--- config.mk ---
export PLATFORM = sky130hd
export DESIGN_NAME = tcw_front
export DESIGN_NICKNAME = d
export VERILOG_FILES = /design/src/rtl/tcw_pkg.sv /design/src/rtl/tcw_front.sv
export SDC_FILE = /design/constraint.sdc
export NUM_CORES = 1
export LEC_CHECK = 0
export ABC_AREA = 1
export BUFFER_PORTS_ARGS = -buffer_cell sky130_fd_sc_hd__buf_2
export CAP_MARGIN = 20
export CORE_AREA = 2 2 39 41
export DETAILED_ROUTE_END_ITERATION = 8
export DIE_AREA = 0 0 41 43
export GPL_ROUTABILITY_DRIVEN = 0
export SETUP_SLACK_MARGIN = 0.2
export SLEW_MARGIN = 10
export SYNTH_ARGS = -nofsm -noshare
export SYNTH_HDL_FRONTEND = slang
export SYNTH_SLANG_ARGS = --single-unit
--- constraint.sdc ---
create_clock -name vclk -period 0.8
set_input_delay 0.08 -clock vclk [all_inputs]
set_output_delay 0.08 -clock vclk [all_outputs]
set_load 0.01 [all_outputs]
--- src/rtl/tcw_pkg.sv ---
// Shared types and constants for the text console writer.
// Screen geometry, control codes, command and status structs, sequencer states.
// No dependencies.
`default_nettype none

package tcw_pkg;

    // Screen geometry
    localparam int COLUMNS = 80;
    localparam int ROWS    = 25;
    localparam int CELLS   = COLUMNS * ROWS;

    // Field widths
    localparam int IDX_W      = 11;
    localparam int COL_W      = $clog2(COLUMNS);
    localparam int ROW_W      = $clog2(ROWS);
    localparam int CHAR_W     = 8;
    localparam int CELL_W     = 16;
    localparam int COLOR_W    = 4;
    localparam int CFG_ADDR_W = 1;
    localparam int CFG_DATA_W = 4;

    // Command queue
    localparam int QUEUE_DEPTH = 2;
    localparam int QPTR_W      = $clog2(QUEUE_DEPTH);

    // Cell written into cleared and scrolled-in rows
    localparam logic [CELL_W-1:0] BLANK_CELL = 16'h0F00;

    // Character codes
    localparam logic [CHAR_W-1:0] CODE_NEWLINE = 8'd10;
    localparam logic [CHAR_W-1:0] CODE_RETURN  = 8'd13;
    localparam logic [CHAR_W-1:0] CODE_TAB     = 8'd9;
    localparam logic [CHAR_W-1:0] CODE_SPACE   = 8'd32;

    // Configuration register indexes
    localparam logic [CFG_ADDR_W-1:0] REG_TEXT_COLOR       = 1'b0;
    localparam logic [CFG_ADDR_W-1:0] REG_BACKGROUND_COLOR = 1'b1;

    // Classified operations
    typedef enum logic [2:0] {
        OP_PUT,
        OP_TAB,
        OP_NEWLINE,
        OP_RETURN,
        OP_READ,
        OP_VOID
    } op_t;

    typedef struct packed {
        op_t               op;
        logic [CHAR_W-1:0] code;
        logic [IDX_W-1:0]  index;
    } cmd_t;

    typedef struct packed {
        logic [COLOR_W-1:0] bg;
        logic [COLOR_W-1:0] fg;
    } colours_t;

    typedef struct packed {
        logic clearing;
        logic scrolling;
    } back_status_t;

    // Back-end sequencer states
    typedef enum logic [2:0] {
        ST_CLEAR,
        ST_IDLE,
        ST_PUT,
        ST_RDWAIT,
        ST_SCROLL,
        ST_FILL,
        ST_DONE
    } back_state_t;

endpackage

`default_nettype wire

--- src/rtl/tcw_front.sv ---
// Front end: accepts input items and classifies them into console commands.
// Depends on tcw_pkg; feeds tcw_queue.
`default_nettype none

module tcw_front (
    input  wire logic                        s_valid,
    output logic                             s_ready,
    input  wire logic                        s_action,
    input  wire logic [tcw_pkg::CHAR_W-1:0]  s_character,
    input  wire logic [tcw_pkg::IDX_W-1:0]   s_cell_index,
    input  wire tcw_pkg::back_status_t       status,
    input  wire logic                        q_full,
    output logic                             push,
    output tcw_pkg::cmd_t                    push_cmd
);

    // Stall while the queue is full or the screen is being cleared
    assign s_ready = !q_full && !status.clearing;
    assign push    = s_valid && s_ready;

    // Decode the item into one command
    always_comb begin
        push_cmd.code  = s_character;
        push_cmd.index = s_cell_index;
        if (s_action) begin
            if (s_cell_index < tcw_pkg::IDX_W'(tcw_pkg::CELLS)) begin
                push_cmd.op = tcw_pkg::OP_READ;
            end else begin
                push_cmd.op = tcw_pkg::OP_VOID;
            end
        end else begin
            unique case (s_character)
                tcw_pkg::CODE_NEWLINE: push_cmd.op = tcw_pkg::OP_NEWLINE;
                tcw_pkg::CODE_RETURN:  push_cmd.op = tcw_pkg::OP_RETURN;
                tcw_pkg::CODE_TAB:     push_cmd.op = tcw_pkg::OP_TAB;
                default:               push_cmd.op = tcw_pkg::OP_PUT;
            endcase
        end
    end

endmodule

`default_nettype wire

==> results.md <==
* Status: finished clean
* Final Max Slew Viols at 0
* Post-Place Cell Area at between 300 and 400 um^2
* Most used cell, CP: nand2_1
* Post-route setup TNS at 0 ns
* Startpoint Class: input pin
* Highest-count cells in the layout ignoring fill and taps: buf_2, nand2_1, nor2_1, inv_2, buf_6
* Nets@finish at between 90 and 100
* Hold WS at around 0.16 ns
* Pin count of the biggest net entering global routing at 5
* Crit. End Element: primary output
* Worst slack, placed at -0.00882 ns
* Max-cap violations at 0
* Via/cell ratio at between 3 and 4
* FF+latch area at 0 um^2
* Commonest non-fill, non-tap cell in the layout: buf_2
* Via Count at 329
* Initial Utilization at 20.0%
* Total track usage at 6.99%
* Remaining DRCs at 0
* Multi-input logic area at about 120 um^2
* Synth Warn # at 0
* Avg WL per Cell at between 7 and 8 um
* FFs & Latches at 0
* Post-layout util at 29.2%
* Layout cells sized above 1 at a little over two thirds
* Power Dens Cells at between 400 and 500 nW/um^2
* Clock buffers at 0
* Final setup fails at 0
* Grt ovf at 0
* Vias in the first global route at around 280
* Synth cell types at 10
* Drt first pass iters at 2
* Slowest CP cell: buf_2
* Port bufs at 39
* Filler Cell Count at 161
* Core Box Area at about 1400 um^2
* Delay-heaviest family, CP: buffers and inverters
* Synth area leaders: buf_4, nand2_1, nor2_1, inv_1, a21oi_2
* # IOs at 48
* CP Cell Sequence: buf_2 -> buf_4 -> nand2_1 -> nor2_1 -> nand2_1 -> nand2_1 -> buf_2
* HPWL Detailed at ~600 um
* WS Path Type: in -> out
* Worst-margin pin slew at roughly 0.15 ns
* Die area at roughly 1800 um^2
* Hold Crit Class: in -> out
* Max VDD drop at roughly 0.00012 V
* Sequential fraction of the synthesis area at 0%
* Initial antenna violation count at 0
* Final antenna-violating net count at 0
* Area grow syn2layout at 46.2%
* Syn nets at between 70 and 80
* Buf/Inv on CP at 3
* Critical path required time at between 0.7 and 0.8 ns
* RSZ-0062 raised after global routing: true
* DRT iter0 DRCs at 1
* Die height at 43 um
* Synth area leader: buf_4
* Min cycle time layout at roughly 0.73 ns
* Final setup margin at between 0.06 and 0.07 ns
* Post-CTS Hold Fix Bufs at 0
* DRT Wirelength at 684 um
* Largest stage delay, worst path at about 0.12 ns
* Syn avg cell area at between 5 and 6 um^2
* Syn Inst Count at 50
* Lkg Pwr at 0.246 nW
* First-pass GRT wire length at 931 um
* Fin crit share at 91.7%
* Area share of the largest cell type after synthesis at 54.3%
* Critical-path maximum fanout at 2
* Slew HR at 90.2%
* Postcts setup bufs at 0
* Fin area at roughly 400 um^2
* FP Rows at 14
* Antenna Cells at 0
* Mapped Area at between 200 and 300 um^2
* CP arrival at 0.65 ns
* Hold Fails Final Rpt at 0
* Die span in x at approximately 41 um
* Highest clock rate at between 1 and 1.5 GHz
[layout make-up]
class              instances  share of cell area (%)
well taps                 16                    4.95
repair buffers            40                    58.8
multi-input cells         24                    30.7
inverters                  6                    5.57
[cell families (layout without fill, tap and decap cells)]
| logic type | count (synthesis) | after routing | share of synthesized area (%) |
|---|---|---|---|
| buffers and inverters | 26 | 46 | 62.4 |
| and+or+nand+nor | 23 | 23 | 34.4 |
| AOI/OAI and AO/OA | 1 | 1 | 3.17 |
[synth_stat cells, drive strengths merged]
| cell | count |
|---|---|
| a21oi | 1 |
| buf | 20 |
| inv | 6 |
| nand2 | 10 |
| nand3 | 1 |
| nor2 | 10 |
| nor3 | 1 |
| nor3b | 1 |
[layer usage]
layer / global-route usage [%] / vias up / part of all wire (%)
li1: - / 170 / -
met1: 6.96 / 128 / 32
met2: 14.7 / 29 / 51
met5: 0 / - / 0
met4: 0 / 0 / 2.3
met3: 0.524 / 2 / 14
[metrics by stage]
step                      instances  power (W)
after detailed placement         86   0.000167
after global routing             86   0.000217
after CTS                        86   0.000181
after global placement           86   0.000163
final                            86   0.000194
after floorplan                  50   0.000136
[power by group]
| part | total (W) | switching [W] | internal [W] |
|---|---|---|---|
| combinational | 0.000194 | 0.0000919 | 0.000102 |
| sequential | 0 | 0 | 0 |
| clock | 0 | 0 | 0 |
[path summary, 6_finish.rpt]
check,start,slack (ns),end,cells after the start
setup / recovery,s_action,0.07,push_cmd[19],7
hold / removal,s_cell_index[0],0.16,push_cmd[0],0
[repair_timing]
| item | in CTS | in global routing |
|---|---|---|
| pin swaps | 5 | 10 |
| hold endpoints to repair | 0 | 0 |
| gates resized for setup | 5 | 10 |
| setup endpoints to repair | 2 | 3 |
(Power assumes the default switching activity.)
