### config.mk
export PLATFORM = sky130hd
export DESIGN_NAME = tcw_queue
export DESIGN_NICKNAME = d
export VERILOG_FILES = /design/src/rtl/tcw_pkg.sv /design/src/rtl/tcw_queue.sv
export SDC_FILE = /design/constraint.sdc
export NUM_CORES = 1
export LEC_CHECK = 0
export BUFFER_PORTS_ARGS = -buffer_cell sky130_fd_sc_hd__buf_2
export CORE_MARGIN = 2
export CORE_UTILIZATION = 46
export CTS_BUF_LIST = sky130_fd_sc_hd__clkbuf_16
export DETAILED_ROUTE_END_ITERATION = 8
export PLACE_DENSITY = 0.74
export RECOVER_POWER = 50
export SETUP_SLACK_MARGIN = 0.3
export SYNTH_ARGS = -nofsm -noshare
export SYNTH_HDL_FRONTEND = slang
export SYNTH_SLANG_ARGS = --single-unit
### constraint.sdc
create_clock -name aclk -period 1.8 [get_ports aclk]
set_input_delay 0.27 -clock aclk [delete_from_list [all_inputs] [get_ports aclk]]
set_output_delay 0.27 -clock aclk [all_outputs]
set_load 0.02 [all_outputs]
### src/rtl/tcw_pkg.sv
// Shared types and constants for the text console writer.
// Screen geometry, control codes, command and status structs, sequencer states.
// No dependencies.
`default_nettype none

package tcw_pkg;

    // Screen geometry
    localparam int COLUMNS = 80;
    localparam int ROWS    = 25;
    localparam int CELLS   = COLUMNS * ROWS;

    // Field widths
    localparam int IDX_W      = 11;
    localparam int COL_W      = $clog2(COLUMNS);
    localparam int ROW_W      = $clog2(ROWS);
    localparam int CHAR_W     = 8;
    localparam int CELL_W     = 16;
    localparam int COLOR_W    = 4;
    localparam int CFG_ADDR_W = 1;
    localparam int CFG_DATA_W = 4;

    // Command queue
    localparam int QUEUE_DEPTH = 2;
    localparam int QPTR_W      = $clog2(QUEUE_DEPTH);

    // Cell written into cleared and scrolled-in rows
    localparam logic [CELL_W-1:0] BLANK_CELL = 16'h0F00;

    // Character codes
    localparam logic [CHAR_W-1:0] CODE_NEWLINE = 8'd10;
    localparam logic [CHAR_W-1:0] CODE_RETURN  = 8'd13;
    localparam logic [CHAR_W-1:0] CODE_TAB     = 8'd9;
    localparam logic [CHAR_W-1:0] CODE_SPACE   = 8'd32;

    // Configuration register indexes
    localparam logic [CFG_ADDR_W-1:0] REG_TEXT_COLOR       = 1'b0;
    localparam logic [CFG_ADDR_W-1:0] REG_BACKGROUND_COLOR = 1'b1;

    // Classified operations
    typedef enum logic [2:0] {
        OP_PUT,
        OP_TAB,
        OP_NEWLINE,
        OP_RETURN,
        OP_READ,
        OP_VOID
    } op_t;

    typedef struct packed {
        op_t               op;
        logic [CHAR_W-1:0] code;
        logic [IDX_W-1:0]  index;
    } cmd_t;

    typedef struct packed {
        logic [COLOR_W-1:0] bg;
        logic [COLOR_W-1:0] fg;
    } colours_t;

    typedef struct packed {
        logic clearing;
        logic scrolling;
    } back_status_t;

    // Back-end sequencer states
    typedef enum logic [2:0] {
        ST_CLEAR,
        ST_IDLE,
        ST_PUT,
        ST_RDWAIT,
        ST_SCROLL,
        ST_FILL,
        ST_DONE
    } back_state_t;

endpackage

`default_nettype wire

### src/rtl/tcw_queue.sv
// Short command queue between the front end and the back end.
// Depends on tcw_pkg.
`default_nettype none

module tcw_queue (
    input  wire logic          aclk,
    input  wire logic          aresetn,
    input  wire logic          push,
    input  wire tcw_pkg::cmd_t push_cmd,
    output logic               full,
    input  wire logic          pop,
    output logic               head_valid,
    output tcw_pkg::cmd_t      head_cmd
);

    tcw_pkg::cmd_t                entries_reg [tcw_pkg::QUEUE_DEPTH];
    logic [tcw_pkg::QPTR_W-1:0]   wr_ptr_reg, wr_ptr_next;
    logic [tcw_pkg::QPTR_W-1:0]   rd_ptr_reg, rd_ptr_next;
    logic [tcw_pkg::QPTR_W:0]     count_reg, count_next;
    logic                         do_pop;

    assign full       = count_reg == (tcw_pkg::QPTR_W+1)'(tcw_pkg::QUEUE_DEPTH);
    assign head_valid = count_reg != '0;
    assign head_cmd   = entries_reg[rd_ptr_reg];
    assign do_pop     = pop && head_valid;

    // Advance pointers with explicit wrap
    always_comb begin
        wr_ptr_next = wr_ptr_reg;
        rd_ptr_next = rd_ptr_reg;
        count_next  = count_reg;
        if (push) begin
            wr_ptr_next = (wr_ptr_reg == tcw_pkg::QPTR_W'(tcw_pkg::QUEUE_DEPTH-1)) ?
                          '0 : wr_ptr_reg + 1'b1;
        end
        if (do_pop) begin
            rd_ptr_next = (rd_ptr_reg == tcw_pkg::QPTR_W'(tcw_pkg::QUEUE_DEPTH-1)) ?
                          '0 : rd_ptr_reg + 1'b1;
        end
        if (push && !do_pop) begin
            count_next = count_reg + 1'b1;
        end else if (!push && do_pop) begin
            count_next = count_reg - 1'b1;
        end
    end

    always_ff @(posedge aclk) begin
        if (!aresetn) begin
            wr_ptr_reg <= '0;
            rd_ptr_reg <= '0;
            count_reg  <= '0;
        end else begin
            wr_ptr_reg <= wr_ptr_next;
            rd_ptr_reg <= rd_ptr_next;
            count_reg  <= count_next;
        end
    end

    // Store entries
    always_ff @(posedge aclk) begin
        if (push) begin
            entries_reg[wr_ptr_reg] <= push_cmd;
        end
    end

endmodule

`default_nettype wire

==> results of run 1 <==
[layer usage]
metal | global-route usage | up-vias | wire length (um)
li1 | - | 465 | -
met1 | 0.157 | 480 | 1250
met2 | 0.253 | 29 | 1710
met3 | 0.0507 | 5 | 156
met4 | 0.0536 | 0 | 35
met5 | 0 | - | 0
[worst max path at each step]
stage	endpoint	cells after the start
4_1_cts	head_cmd[12]	3
5_1_grt	count_reg[1]	4
3_5_place_dp	count_reg[1]	4
3_3_place_gp	count_reg[1]	4
6_report	head_cmd[4]	3
2_1_floorplan	entries_reg[0][0]	1
[per-stage QoR]
stage,instance area [sq um],utilization
floorplan,1800,-
CTS,2430,0.654
global placement,2140,0.576
finish,2570,0.691
detailed placement,2140,0.576
global route,2570,0.691
[what timing repair did]
action / 4_1_cts / 5_1_grt
setup endpoints to repair: 22 / 23
cloned: 1 / 1
resized for setup: 37 / 39
[worst max-delay path, stage by stage (launching register included)]
cell,delay (ns)
dfxtp_4,0.40
buf_8,0.15
mux2_4,0.32
buf_6,0.14
[kinds of logic (layout without fill, tap and decap cells)]
family / count (synthesis) / after routing / share of synthesized area
xor gates and xnor gates: 3 / 3 / 0.0146
DFF: 49 / 49 / 0.790
muxes: 22 / 22 / 0.138
AOI/OAI and AO/OA: 4 / 4 / 0.0139
adders and majority gates: 1 / 1 / 0.00695
buffers and inverters: 2 / 65 / 0.00556
and+or+nand+nor: 9 / 9 / 0.0313
[power by group through the flow]
| stage | sequential (mW) | combinational, mW | clock, mW |
|---|---|---|---|
| floorplan | 1.41 | 0.607 | 0 |
| global placement | 1.40 | 0.846 | 0 |
| detailed placement | 1.42 | 0.868 | 0 |
| CTS | 1.41 | 1.05 | 1.02 |
| global route | 1.43 | 1.32 | 1.08 |
| finish | 1.42 | 1.26 | 1.01 |
[layout make-up]
| type | instances | area share |
|---|---|---|
| Sequential cell | 49 | 0.555 |
| Timing Repair Buffer | 57 | 0.182 |
| Multi-Input combinational cell | 39 | 0.176 |
| Clock buffer | 5 | 0.0487 |
| Tap cell | 48 | 0.0234 |
| Clock inverter | 3 | 0.0146 |
[Yosys cell counts]
cell | count | area (sq um)
edfxtp_1 | 44 | 1320
mux2_2 | 22 | 248
dfxtp_1 | 5 | 100
and2_1 | 4 | 25.0
nor2b_1 | 3 | 18.8
buf_2 | 2 | 10.0
xnor2_1 | 2 | 17.5
a21boi_1 | 1 | 7.51
ha_1 | 1 | 12.5
o21a_1 | 1 | 7.51
o21ai_0 | 1 | 5.00
o21ai_1 | 1 | 5.00
or2_2 | 1 | 6.26
or3_1 | 1 | 6.26
xor2_1 | 1 | 8.76
==> results.toml, run 1 <==
[run_status]
status = "finished, final reports clean"

[setup_path]
cp_data_arrival_time_ns = 1.29
reg2reg_depth = 4
worstReg2RegEnd = "count_reg[1]"
crit_path_start_kind = "register"
cp_data_required_time_ns = 1.53
reg2reg_from = "count_reg[1]"
path_class = "register to output port"
end_kind = "output port"
rrSetupSlack_ns = 0.30
cp_max_fo = 6

[place]
numPortBuffers = 49
placed_cells = 191
dpl.hpwl_mm = 2.00
dp_slack_ns = 0.370
gp_congestion = 0.646

[cells_and_area]
area_growth_pct = 42.8
final_cells = 201
drive_above_1_share = 0.523
num_antenna_cells = 0
final_cell_mix = "edfxtp_1 (44), mux2_4 (22), buf_6 (22), buf_2 (20), clkbuf_1 (9)"
multi_input_area_sq_um = 453
largest_reg_flops = 44
nets = 179
final_common_cell = "edfxtp_1"
nFillCells = 261
seqCellArea_sq_um = 1430

[min_path]
holdPathStages = 1
hold_path_end = "entries_reg[0][20]"
hp-class = "input port to register"
hold_start = "push_cmd[20]"

[global_routing]
grt_use_total = 0.143
grt_pass1_vias = 993
antenna_found_initial = 0
grt_pass1_wl_mm = 4.44
grt_max_degree = 15
gr-total-overflow = 0

[route]
ant_nets = 0
viasPerCell = 4.87
route.detailed.drc = 0
vias = 979
wirelength_mm = 3.15
drt_iter0_drc = 48
wl_per_cell_um = 15.7
firstDrtPassIters = 3

[synth]
synth_seq_cells = 49
syn_nets = 117
netlist_area_sq_um = 1800
yosys_warnings = 0
avgSynthCellArea_sq_um = 20.0
ys_seq_area_frac = 0.790
postSynthCellCount = 90
ys_types = 15

[sta]
final.setup.tns_ns = 0
holdWs_ns = 0.172
rsz0062_at_grt = "true"
worst_pin_slew_ns = 0.798
relSlewSlack = 0.468
drv_slew = 0
finalHoldViolCount = 0
period_share = 0.865
period_minus_slack_ns = 1.56
finalWorstSetupSlack_ns = 0.243
fmax_ghz = 0.642
finalSetupViolations = 0
finalClockSkew_ns = 0.00402

[power_and_ir_drop]
p_total_mw = 3.70
power.density_nw_per_um2 = 1440
switching_share = 0.267
power_frac_comb = 0.341
ir_worst_vdd_v = 0.000819
p_seq_frac = 0.385
cellLeakagePower_nw = 1.01
clockPowerShare = 0.273
p_sw_mw = 0.987
power.internal_mw = 2.71

[floorplanning]
num_io_pins = 50
fp.dieH_um = 66.5
dieArea_sq_um = 4430
rows = 22
die_w_um = 66.5
core_sq_um = 3720
start_util = 0.484

[clock_network]
path_clk_slew_ns = 0.06
clock_latency_ns = 0.28
postCtsHoldBufs = 0
clkSinkCount = 49
root_buffer = "clkbuf_16"
htree_num_levels = 2
cts_setup_buffers = 0
cts_made_buffers = 5
ctsLongestPathBuffers = 2
cts_tree = "yes"

[run]
drv_cap = 0
Power figures use the tool's default switching activity.
==> run 2: changes to the inputs <==
--- a/config.mk
+++ b/config.mk
@@ -7,10 +7,10 @@
 export LEC_CHECK = 0
 export BUFFER_PORTS_ARGS = -buffer_cell sky130_fd_sc_hd__buf_2
 export CORE_MARGIN = 2
-export CORE_UTILIZATION = 46
+export CORE_UTILIZATION = 50
 export CTS_BUF_LIST = sky130_fd_sc_hd__clkbuf_16
 export DETAILED_ROUTE_END_ITERATION = 8
-export PLACE_DENSITY = 0.74
+export PLACE_DENSITY = 0.77
 export RECOVER_POWER = 50
 export SETUP_SLACK_MARGIN = 0.3
 export SYNTH_ARGS = -nofsm -noshare
==> constraint.sdc (replaced) <==
create_clock -name aclk -period 1.55 [get_ports aclk]
set_input_delay 0.2325 -clock aclk [delete_from_list [all_inputs] [get_ports aclk]]
set_output_delay 0.2325 -clock aclk [all_outputs]
set_load 0.02 [all_outputs]
==> results.toml, run 2 (synthesized netlist as in run 1, its figures left out) <==
[run_status]
status = "finished, final reports clean"

[setup_path]
critPathTopFamily = "flip-flops"
cp_data_arrival_time_ns = 1.28
crit_chain = "buf_8 -> mux2_4 -> buf_6"
path_class = "register to output port"
cp_slowest_cell = "dfxtp_4"
crit_path_start_kind = "register"
cpPeakStageDelay_ns = 0.40
cp_max_fo = 6
critPathBufInv = 2
end_kind = "output port"
cp_data_required_time_ns = 1.32

[run]
drv_cap = 0

[global_routing]
gr-total-overflow = 0
grt_pass1_wl_mm = 4.64
grt_max_degree = 23
grt_use_total = 0.158
antenna_found_initial = 0
grt_pass1_vias = 988

[sta]
finalClockSkew_ns = 0.00404
finalHoldViolCount = 0
rsz0062_at_grt = "true"
finalWorstSetupSlack_ns = 0.0386
relSlewSlack = 0.510
holdWs_ns = 0.139
drv_slew = 0
fmax_ghz = 0.662
final.setup.tns_ns = 0
worst_pin_slew_ns = 0.734
period_share = 0.975
period_minus_slack_ns = 1.51
finalSetupViolations = 0

[clock_network]
postCtsHoldBufs = 0
cts_made_buffers = 5
clock_latency_ns = 0.28
root_buffer = "clkbuf_16"
path_clk_slew_ns = 0.06
clkSinkCount = 49
htree_num_levels = 2
cts_tree = "yes"
ctsLongestPathBuffers = 2

[cells_and_area]
area_growth_pct = 45.0
nFillCells = 192
nets = 179
fin_area_sq_um = 2610
final_common_cell = "edfxtp_1"
drive_above_1_share = 0.523
largest_reg_flops = 44
num_antenna_cells = 0
final_cell_mix = "edfxtp_1 (44), buf_6 (24), mux2_4 (22), buf_2 (14), clkbuf_1 (11)"

[place]
dpl.hpwl_mm = 1.83
gp_congestion = 0.692
numPortBuffers = 49
placed_cell_area_sq_um = 2130
dp_slack_ns = 0.189

[route]
drt_iter0_drc = 43
wl_per_cell_um = 16.5
wirelength_mm = 3.28
route.detailed.drc = 0
firstDrtPassIters = 4
viasPerCell = 4.93
vias = 981
ant_nets = 0

[floorplanning]
fp.dieH_um = 64.0
num_io_pins = 50
die_w_um = 64.0
core_sq_um = 3390
rows = 21
start_util = 0.531
dieArea_sq_um = 4090

[min_path]
hp-class = "input port to register"

[power_and_ir_drop]
ir_worst_vdd_v = 0.000992
power.density_nw_per_um2 = 1700
cellLeakagePower_nw = 1.01
[run 2: report_power, final]
| part | switching, mW | internal (mW) |
|---|---|---|
| registers | 0.0974 | 1.58 |
| clock network | 0.403 | 0.748 |
| logic | 0.666 | 0.926 |
| total | 1.17 | 3.26 |
[run 2: cell type report]
type	instances	area (sq um)	share of cell area
flip-flops and latches	49	1430	0.549
multi-input cells	39	482	0.185
repair buffers	57	474	0.182
clock buffers	5	125	0.0480
well taps	46	57.6	0.0221
clock inverters	3	37.5	0.0144
[run 2: path summary, 6_finish.rpt]
check                           depth (start not counted)                 end          from  slack, ns
worst min register to register                          2        count_reg[1]  count_reg[1]       0.55
worst max-delay path                                    3         head_cmd[5]      register       0.04
worst min-delay path                                    1   entries_reg[0][0]   push_cmd[0]       0.14
worst max register to register                          2  entries_reg[0][18]    wr_ptr_reg       0.14
[run 2: routing by layer]
metal | vias up | share of wire | wire length, um | global-route usage
li1 | 469 | - | - | -
met1 | 471 | 0.36 | 1190 | 0.167
met2 | 35 | 0.56 | 1840 | 0.283
met3 | 6 | 0.064 | 211 | 0.0599
met4 | 0 | 0.012 | 38 | 0.0571
met5 | - | 0 | 0 | 0
[run 2: timing repair]
| action | CTS | global route |
|---|---|---|
| endpoints found under the setup margin | 24 | 47 |
| pin swaps | 2 | 0 |
| gates cloned | 1 | 1 |
| setup buffers | 2 | 0 |
| gates resized for setup | 46 | 40 |
[run 2: metrics by stage]
step / util / cells / power, mW
after CTS: 0.729 / 198 / 4.14
after floorplan: - / 90 / 2.35
final: 0.770 / 199 / 4.42
after global placement: 0.629 / 187 / 2.62
after global routing: 0.770 / 199 / 4.60
after detailed placement: 0.629 / 187 / 2.65
